--- src/rmsavg_pkg.sv ---
// ----------------------------------------------------------------------------
// rmsavg_pkg
// shared widths, constants, register indexes, controller states and the
// command and status words between controller and datapath
// ----------------------------------------------------------------------------
package rmsavg_pkg;

  localparam int WINDOW_LEN_DEF = 10;

  localparam int SAMPLE_W    = 16;
  localparam int CODE_W      = 10;
  localparam int SUM_W       = 20;
  localparam int AMPS_W      = 6;
  localparam int LIMIT_W     = 13;
  localparam int IN_TDATA_W  = 48;
  localparam int OUT_TDATA_W = 48;
  localparam int CFG_INDEX_W = 1;

  localparam logic [CFG_INDEX_W-1:0] CFG_LIMIT_MIN = 1'b0;
  localparam logic [CFG_INDEX_W-1:0] CFG_LIMIT_MAX = 1'b1;

  localparam logic [AMPS_W-1:0] AMPS_MIN_RST = 6'd7;
  localparam logic [AMPS_W-1:0] AMPS_MAX_RST = 6'd20;

  // limit scaling: code * span * 100 / 1023 by reciprocal multiply
  localparam int PROD1_W    = CODE_W + AMPS_W;
  localparam int PROD2_W    = 23;
  localparam int LIM_MULT_W = 24;
  localparam int LIM_PROD_W = PROD2_W + LIM_MULT_W;
  localparam int LIM_SHIFT  = 33;
  localparam logic [6:0] SCALE_FACTOR = 7'd100;
  localparam logic [LIM_MULT_W-1:0] LIM_MULT = 24'd8396809;

  typedef enum logic [2:0] {
    ST_IDLE,
    ST_UPDATE,
    ST_DIVIDE,
    ST_SCALE,
    ST_FINISH
  } state_t;

  typedef struct packed {
    logic load_in;
    logic update;
    logic divide;
    logic scale;
    logic finish;
  } cmd_t;

  typedef struct packed {
    logic out_free;
  } status_t;

endpackage

--- src/rmsavg_ctrl.sv ---
// ----------------------------------------------------------------------------
// rmsavg_ctrl
// sequencer: accept, window update, average divide, limit scale, finish
// ----------------------------------------------------------------------------
module rmsavg_ctrl (
  input  logic                clk,
  input  logic                rst,
  input  logic                s_tvalid,
  output logic                s_tready,
  input  rmsavg_pkg::status_t status,
  output rmsavg_pkg::cmd_t    cmd
);

  rmsavg_pkg::state_t state;
  rmsavg_pkg::state_t state_next;

  always_ff @(posedge clk) begin
    if (rst) begin
      state <= rmsavg_pkg::ST_IDLE;
    end else begin
      state <= state_next;
    end
  end

  always_comb begin
    state_next = state;
    cmd        = '0;
    s_tready   = 1'b0;
    unique case (state)
      rmsavg_pkg::ST_IDLE: begin
        s_tready = 1'b1;
        if (s_tvalid) begin
          cmd.load_in = 1'b1;
          state_next  = rmsavg_pkg::ST_UPDATE;
        end
      end
      rmsavg_pkg::ST_UPDATE: begin
        cmd.update = 1'b1;
        state_next = rmsavg_pkg::ST_DIVIDE;
      end
      rmsavg_pkg::ST_DIVIDE: begin
        cmd.divide = 1'b1;
        state_next = rmsavg_pkg::ST_SCALE;
      end
      rmsavg_pkg::ST_SCALE: begin
        cmd.scale  = 1'b1;
        state_next = rmsavg_pkg::ST_FINISH;
      end
      rmsavg_pkg::ST_FINISH: begin
        if (status.out_free) begin
          cmd.finish = 1'b1;
          state_next = rmsavg_pkg::ST_IDLE;
        end
      end
      default: begin
        state_next = rmsavg_pkg::ST_IDLE;
      end
    endcase
  end

endmodule

--- src/rmsavg_datapath.sv ---
// ----------------------------------------------------------------------------
// rmsavg_datapath
// sample windows, running sums, reciprocal divides, limit scaling,
// held outputs, config registers and the output word register
// ----------------------------------------------------------------------------
module rmsavg_datapath #(
  parameter int WINDOW_LEN = rmsavg_pkg::WINDOW_LEN_DEF
) (
  input  logic                                 clk,
  input  logic                                 rst,
  input  rmsavg_pkg::cmd_t                     cmd,
  output rmsavg_pkg::status_t                  status,
  input  logic [rmsavg_pkg::IN_TDATA_W-1:0]    in_word,
  input  logic                                 cfg_we,
  input  logic [rmsavg_pkg::CFG_INDEX_W-1:0]   cfg_index,
  input  logic [rmsavg_pkg::AMPS_W-1:0]        cfg_data,
  output logic                                 m_tvalid,
  input  logic                                 m_tready,
  output logic [rmsavg_pkg::OUT_TDATA_W-1:0]   m_tdata
);

  localparam int SAMPLE_W   = rmsavg_pkg::SAMPLE_W;
  localparam int SUM_W      = rmsavg_pkg::SUM_W;
  localparam int LIMIT_W    = rmsavg_pkg::LIMIT_W;
  localparam int IDX_W      = (WINDOW_LEN > 1) ? $clog2(WINDOW_LEN) : 1;
  localparam int DIV_SHIFT  = SUM_W + IDX_W;
  localparam int MULT_W     = SUM_W + 1;
  localparam int DIV_PROD_W = SUM_W + MULT_W;
  localparam logic [MULT_W-1:0] DIV_MULT =
    MULT_W'((2 ** DIV_SHIFT + WINDOW_LEN - 1) / WINDOW_LEN);
  localparam logic [IDX_W:0] LAST_WRAP = (IDX_W + 1)'(WINDOW_LEN);

  logic [SAMPLE_W-1:0] v_in;
  logic [SAMPLE_W-1:0] c_in;
  logic [rmsavg_pkg::CODE_W-1:0] code_in;

  logic [SAMPLE_W-1:0] vwin [WINDOW_LEN];
  logic [SAMPLE_W-1:0] cwin [WINDOW_LEN];
  logic [SUM_W-1:0]    vsum;
  logic [SUM_W-1:0]    csum;
  logic [IDX_W-1:0]    idx;
  logic                full;
  logic                pulse;

  logic [rmsavg_pkg::AMPS_W-1:0] amps_min;
  logic [rmsavg_pkg::AMPS_W-1:0] amps_max;
  logic [rmsavg_pkg::AMPS_W-1:0] span;

  logic [rmsavg_pkg::PROD1_W-1:0]    prod1;
  logic [rmsavg_pkg::PROD2_W-1:0]    prod2;
  logic [rmsavg_pkg::LIM_PROD_W-1:0] lim_prod;
  logic [DIV_PROD_W-1:0]             vprod;
  logic [DIV_PROD_W-1:0]             cprod;

  logic [SAMPLE_W-1:0] held_avg_v;
  logic [SAMPLE_W-1:0] held_avg_i;
  logic [LIMIT_W-1:0]  held_limit;
  logic                held_over;

  logic [IDX_W:0]      idx_inc;
  logic [LIMIT_W:0]    lim_base;
  logic [LIMIT_W:0]    lim_sum;
  logic [SAMPLE_W-1:0] avg_v_new;
  logic [SAMPLE_W-1:0] avg_i_new;
  logic [LIMIT_W-1:0]  lim_new;
  logic                over_new;
  logic [SAMPLE_W-1:0] avg_v_sel;
  logic [SAMPLE_W-1:0] avg_i_sel;
  logic [LIMIT_W-1:0]  lim_sel;
  logic                over_sel;

  assign span    = (amps_max >= amps_min) ? (amps_max - amps_min) : '0;
  assign idx_inc = {1'b0, idx} + (IDX_W + 1)'(1);

  assign avg_v_new = vprod[DIV_SHIFT +: SAMPLE_W];
  assign avg_i_new = cprod[DIV_SHIFT +: SAMPLE_W];
  assign lim_base  = (LIMIT_W + 1)'(amps_min) * (LIMIT_W + 1)'(rmsavg_pkg::SCALE_FACTOR);
  assign lim_sum   = (LIMIT_W + 1)'(lim_prod[rmsavg_pkg::LIM_SHIFT +: LIMIT_W]) + lim_base;
  assign lim_new   = lim_sum[LIMIT_W-1:0];
  assign over_new  = SAMPLE_W'(lim_new) < avg_i_new;

  assign avg_v_sel = full ? avg_v_new : held_avg_v;
  assign avg_i_sel = full ? avg_i_new : held_avg_i;
  assign lim_sel   = full ? lim_new   : held_limit;
  assign over_sel  = full ? over_new  : held_over;

  assign status.out_free = !m_tvalid || m_tready;

  // config registers
  always_ff @(posedge clk) begin
    if (rst) begin
      amps_min <= rmsavg_pkg::AMPS_MIN_RST;
      amps_max <= rmsavg_pkg::AMPS_MAX_RST;
    end else if (cfg_we) begin
      unique case (cfg_index)
        rmsavg_pkg::CFG_LIMIT_MIN: amps_min <= cfg_data;
        rmsavg_pkg::CFG_LIMIT_MAX: amps_max <= cfg_data;
        default: ;
      endcase
    end
  end

  // input capture
  always_ff @(posedge clk) begin
    if (cmd.load_in) begin
      v_in    <= in_word[SAMPLE_W-1:0];
      c_in    <= in_word[2*SAMPLE_W-1:SAMPLE_W];
      code_in <= in_word[2*SAMPLE_W +: rmsavg_pkg::CODE_W];
    end
  end

  // windows, sums, index and fill flag
  always_ff @(posedge clk) begin
    if (rst) begin
      for (int i = 0; i < WINDOW_LEN; i++) begin
        vwin[i] <= '0;
        cwin[i] <= '0;
      end
      vsum  <= '0;
      csum  <= '0;
      idx   <= '0;
      full  <= 1'b0;
      pulse <= 1'b0;
    end else if (cmd.update) begin
      vsum      <= vsum - SUM_W'(vwin[idx]) + SUM_W'(v_in);
      csum      <= csum - SUM_W'(cwin[idx]) + SUM_W'(c_in);
      vwin[idx] <= v_in;
      cwin[idx] <= c_in;
      if (idx_inc >= LAST_WRAP) begin
        idx   <= '0;
        full  <= 1'b1;
        pulse <= !full;
      end else begin
        idx   <= idx_inc[IDX_W-1:0];
        pulse <= 1'b0;
      end
    end
  end

  // multiply steps
  always_ff @(posedge clk) begin
    if (cmd.update) begin
      prod1 <= rmsavg_pkg::PROD1_W'(code_in) * rmsavg_pkg::PROD1_W'(span);
    end
    if (cmd.divide) begin
      vprod <= DIV_PROD_W'(vsum) * DIV_PROD_W'(DIV_MULT);
      cprod <= DIV_PROD_W'(csum) * DIV_PROD_W'(DIV_MULT);
      prod2 <= rmsavg_pkg::PROD2_W'(prod1) * rmsavg_pkg::PROD2_W'(rmsavg_pkg::SCALE_FACTOR);
    end
    if (cmd.scale) begin
      lim_prod <= rmsavg_pkg::LIM_PROD_W'(prod2)
                * rmsavg_pkg::LIM_PROD_W'(rmsavg_pkg::LIM_MULT);
    end
  end

  // held results
  always_ff @(posedge clk) begin
    if (rst) begin
      held_avg_v <= '0;
      held_avg_i <= '0;
      held_limit <= '0;
      held_over  <= 1'b0;
    end else if (cmd.finish && full) begin
      held_avg_v <= avg_v_new;
      held_avg_i <= avg_i_new;
      held_limit <= lim_new;
      held_over  <= over_new;
    end
  end

  // output word register
  always_ff @(posedge clk) begin
    if (rst) begin
      m_tvalid <= 1'b0;
    end else if (cmd.finish) begin
      m_tvalid <= 1'b1;
    end else if (m_tready) begin
      m_tvalid <= 1'b0;
    end
  end

  always_ff @(posedge clk) begin
    if (cmd.finish) begin
      m_tdata <= rmsavg_pkg::OUT_TDATA_W'({pulse, full, over_sel, lim_sel, avg_i_sel, avg_v_sel});
    end
  end

endmodule

--- src/rms_average_overcurrent_alarm_top.sv ---
// ----------------------------------------------------------------------------
// rms_average_overcurrent_alarm_top
// moving average of rms voltage and current with an over-current alarm
// ----------------------------------------------------------------------------
// each accepted word runs through the sequencer steps (window update, reciprocal
//   divide multiply, limit scale multiply, finish) and then the output word is
//   registered; no new input word is taken until the finish step is done
// a stalled output word holds the sequencer in its finish step
// reset (synchronous): clears windows, sums, index, fill flag, held results,
//   limits back to 7 and 20 amps; no clearing pass
module rms_average_overcurrent_alarm_top #(
  parameter int WINDOW_LEN = rmsavg_pkg::WINDOW_LEN_DEF
) (
  input  logic                                clk,
  input  logic                                rst,
  // voltage_sample[15:0], current_sample[31:16], setpoint_code[41:32], zero[47:42]
  input  logic [rmsavg_pkg::IN_TDATA_W-1:0]   s_tdata,
  input  logic                                s_tvalid,
  output logic                                s_tready,
  // avg_voltage[15:0], avg_current[31:16], current_limit[44:32], over_limit[45],
  // window_full[46], first_full_pulse[47]
  output logic [rmsavg_pkg::OUT_TDATA_W-1:0]  m_tdata,
  output logic                                m_tvalid,
  input  logic                                m_tready,
  input  logic                                cfg_valid,
  output logic                                cfg_ready,
  input  logic [rmsavg_pkg::CFG_INDEX_W-1:0]  cfg_index,
  input  logic [rmsavg_pkg::AMPS_W-1:0]       cfg_data
);

  rmsavg_pkg::cmd_t    cmd;
  rmsavg_pkg::status_t status;

  assign cfg_ready = 1'b1;

  rmsavg_ctrl u_ctrl (
    .clk      (clk),
    .rst      (rst),
    .s_tvalid (s_tvalid),
    .s_tready (s_tready),
    .status   (status),
    .cmd      (cmd)
  );

  rmsavg_datapath #(
    .WINDOW_LEN (WINDOW_LEN)
  ) u_datapath (
    .clk       (clk),
    .rst       (rst),
    .cmd       (cmd),
    .status    (status),
    .in_word   (s_tdata),
    .cfg_we    (cfg_valid && cfg_ready),
    .cfg_index (cfg_index),
    .cfg_data  (cfg_data),
    .m_tvalid  (m_tvalid),
    .m_tready  (m_tready),
    .m_tdata   (m_tdata)
  );

endmodule

--- config.mk ---
export PLATFORM = sky130hd
export DESIGN_NAME = rms_average_overcurrent_alarm_top
export DESIGN_NICKNAME = d
export VERILOG_FILES = /design/src/rmsavg_pkg.sv /design/src/rmsavg_ctrl.sv /design/src/rmsavg_datapath.sv /design/src/rms_average_overcurrent_alarm_top.sv
export SDC_FILE = /design/constraint.sdc
export NUM_CORES = 2
export LEC_CHECK = 0
export ABC_AREA = 1
export BUFFER_PORTS_ARGS = -buffer_cell sky130_fd_sc_hd__buf_2
export CORE_ASPECT_RATIO = 0.9
export CORE_MARGIN = 4
export CORE_UTILIZATION = 64
export CTS_BUF_LIST = sky130_fd_sc_hd__clkbuf_16
export DETAILED_ROUTE_END_ITERATION = 10
export PLACE_DENSITY = 0.81
export SLEW_MARGIN = 20
export SYNTH_ARGS = -nofsm -noshare
export SYNTH_HDL_FRONTEND = slang
export SYNTH_SLANG_ARGS = --single-unit
--- constraint.sdc ---
create_clock -name clk -period 7.6 [get_ports clk]
set_clock_uncertainty 0.15 [all_clocks]
set_input_delay 0.76 -clock clk [delete_from_list [all_inputs] [get_ports clk]]
set_output_delay 0.76 -clock clk [all_outputs]
set_load 0.02 [all_outputs]
==> summary.txt <==
Clock tree
  • Post-CTS Setup Bufs: 0
  • Cts repair resizes: 0
  • Inserted Clock Buffers: 82
  • Worst-Skew Late Latency: 670 ps
  • Hold-fix buffers at CTS: 0
  • CTS tree: yes
  • H-tree levels: 3
  • Clock-pin slew reported for the worst setup and hold paths after clock tree synthesis: 80 ps
  • Clock Sinks: 796
  • Clk buf depth: 3
  • Root buf cell: clkbuf_16

Worst setup path
  • Crit path DAT: 6560 ps
  • Critical Path End Type: register
  • Setup CP Type: register to register
  • Slowest stage delay, CP: 530 ps
  • CP cell instances: inv_1, ha_1, inv_1, fa_1, ha_1, inv_1, fa_1, inv_1, fa_1, fa_1, inv_1, fa_1, inv_1, ha_1, nand2_1, nor2_1, inv_1, nor2_1, a21boi_0, o21ai_0, nand4_1, nand2_1
  • Cell mode on critical path: inv_1
  • Crit path max fanout: 7
  • FF-to-FF setup slack: 1300 ps
  • Worst endpoint required time: 7860 ps
  • Slowest-stage cell, CP: dfxtp_1
  • CP Launch Type: register

Global routing
  • Initial antenna violation count: 0
  • Grt total ovfl: 0
  • Pin count of the biggest net entering global routing: 176
  • First-pass GRT wire length: 239 mm
  • Number of global-route vias before repair: 43,800
  • All-Layer GR Usage: 31.6%

Min path
  • Min-delay worst type: input port to register

Yosys
  • Synth cell count leaders: inv_1, nand2_1, ha_1
  • EDFF count, synth: 684
  • FFs w/ async S/R, synth: 0%
  • Top post-synthesis cells by area: edfxtp_1, ha_1, fa_1
  • Synthesized net count: 7,350
  • Seq cells post-synth: 796
  • Post-synthesis sequential area ratio: 38.8%
  • Cells after Synth: 6,245
  • Area share of the largest cell type after synthesis: 35.0%
  • Number of library cell types mapped by synthesis: 48
  • Cell area after synthesis: 58,700 um2
  • Synth Warn #: 0
  • Main synth FF type: edfxtp_1
  • Most common cell in the synthesized netlist: inv_1
  • Synthesized area per cell: 9.40 um2
  • Synth area leader: edfxtp_1

Floorplanning
  • Die Y: 295 um
  • Num rows: 105
  • Initial Util: 64.5%
  • IO Pins: 111
  • Core Area: 91,000 um2
  • Die Span X: 327 um
  • Die ar.: 96,700 um2

Route
  • Vias: 44,100
  • Post-Route WL: 152 mm
  • Drt first pass iters: 6
  • 1st-iter DRT viols: 4,591
  • DRC errors left: 0
  • DR WL/cell: 20.0 um
  • Final ANT Viol Nets: 0
  • Vias/cell: 5.80

Cells and area
  • Fin area: 63,100 um2
  • Layout Utilization: 69.3%
  • Nets: 7,420
  • Layout cells sized above 1: 4.73%
  • FILL cells: 6,929
  • P&R area growth vs syn: 7.50%

Place
  • Port buffer count: 103
  • DP HPWL: 111 mm
  • Dpl cell area: 60,500 um2
  • RePlAce Congestion: 0.986

Timing
  • Max Slew Vio Count: 0
  • Relative slew slack: 28.2%
  • Worst hold margin: 89.7 ps
  • Final setup fails: 0
  • Tcrit/Tclk final: 82.9%
  • Least-Margin Pin Slew: 1070 ps
  • TNS Setup: 0 ps
  • Fmax: 159 MHz
  • Final hold vios: 0
  • RSZ-0062 raised after global routing: no
  • Tmin final: 6300 ps

Outcome
  • Status: finished clean

Job
  • Maxcap violations: 0
-- area by class of cell --
type | instances | area [um2] | area share (%)
multi-input cells | 4094 | 30800 | 48.8
flip-flops and latches | 796 | 22800 | 36.1
inverters | 1196 | 4490 | 7.12
clock buffers | 84 | 2100 | 3.33
well taps | 1230 | 1540 | 2.44
repair buffers | 145 | 856 | 1.36
clock inverters | 68 | 538 | 0.852
diodes | 1 | 2.50 | 0.00396
-- final timing paths --
kind                                          start                     end  cells past startpoint
worst min-delay path                    s_tdata[18]      u_datapath.c_in[2]                      1
worst max-delay path            u_datapath.csum[17]    u_datapath.cprod[37]                     22
worst min register to register     u_datapath.pulse  u_datapath.m_tdata[47]                      0
worst max register to register  u_datapath.csum[17]    u_datapath.cprod[37]                     22
-- metrics by stage --
stage                     instances  worst slack [ps]
final                          7614              1300
after global routing           7613              1040
after CTS                      7613              1310
after detailed placement       7461              1360
after global placement         7461              1510
after floorplan                6245              2210
-- worst max-delay path: cells and delay by family, from the launching register on --
family	cells	cell delay, ps
adder cells (fa/ha/maj)	8	3560
AND/OR/NAND/NOR	5	680
buffers and inverters	7	660
flip-flops	1	530
AO/OA/AOI/OAI	2	430
-- cell usage in the layout (no fill, tap or decap), types with 11 or more instances in the layout --
master / instances
inv_1: 1213
nand2_1: 877
ha_1: 695
edfxtp_1: 684
nor2_1: 630
o21ai_0: 393
a21oi_1: 389
fa_1: 350
nand3_1: 176
o211ai_1: 133
mux2i_1: 128
dfxtp_1: 108
buf_2: 103
clkbuf_16: 84
xor2_1: 65
nand4_1: 52
buf_4: 40
o21bai_1: 34
nor3_1: 33
xnor2_1: 17
a21o_1: 17
clkinv_1: 16
or2_2: 13
o22ai_1: 13
a21boi_0: 11
-- logic make-up (layout without fill, tap and decap cells) --
| kind of cell | count (synthesis) | in the layout | synth area share, % |
|---|---|---|---|
| and+or+nand+nor | 1824 | 1824 | 12.6 |
| DFF | 796 | 796 | 38.8 |
| buffers and inverters | 1355 | 1493 | 8.87 |
| muxes | 128 | 128 | 2.18 |
| adders and majority gates | 1045 | 1045 | 26.7 |
| other | 1 | 2 | 0.00639 |
| xor gates and xnor gates | 82 | 82 | 1.22 |
| AOI/OAI and AO/OA | 1014 | 1014 | 9.59 |
-- per-layer routing --
metal  vias to the layer above  GRT usage [%]  wire length, um
met3                       380           5.17            14600
met1                     21000           43.4            62100
li1                      20700              -                -
met5                         -              0                0
met2                      2066           51.3            69600
met4                         0           11.9             6190
-- flip-flops by register name, summed over array words and instances, names as in the netlist, 16 cells and up, named ones only --
name / cells
u_datapath.vwin: 256
u_datapath.vprod: 16
u_datapath.v_in: 16
u_datapath.held_avg_v: 16
u_datapath.csum: 20
u_datapath.vsum: 20
u_datapath.cwin: 256
u_datapath.cprod: 16
u_datapath.prod1: 16
u_datapath.prod2: 21
u_datapath.m_tdata: 48
u_datapath.c_in: 16
u_datapath.held_avg_i: 16
Power is left out: the tool's default activity adds up to more than one toggle a clock period on the data nets, which glitch-free logic cannot reach.
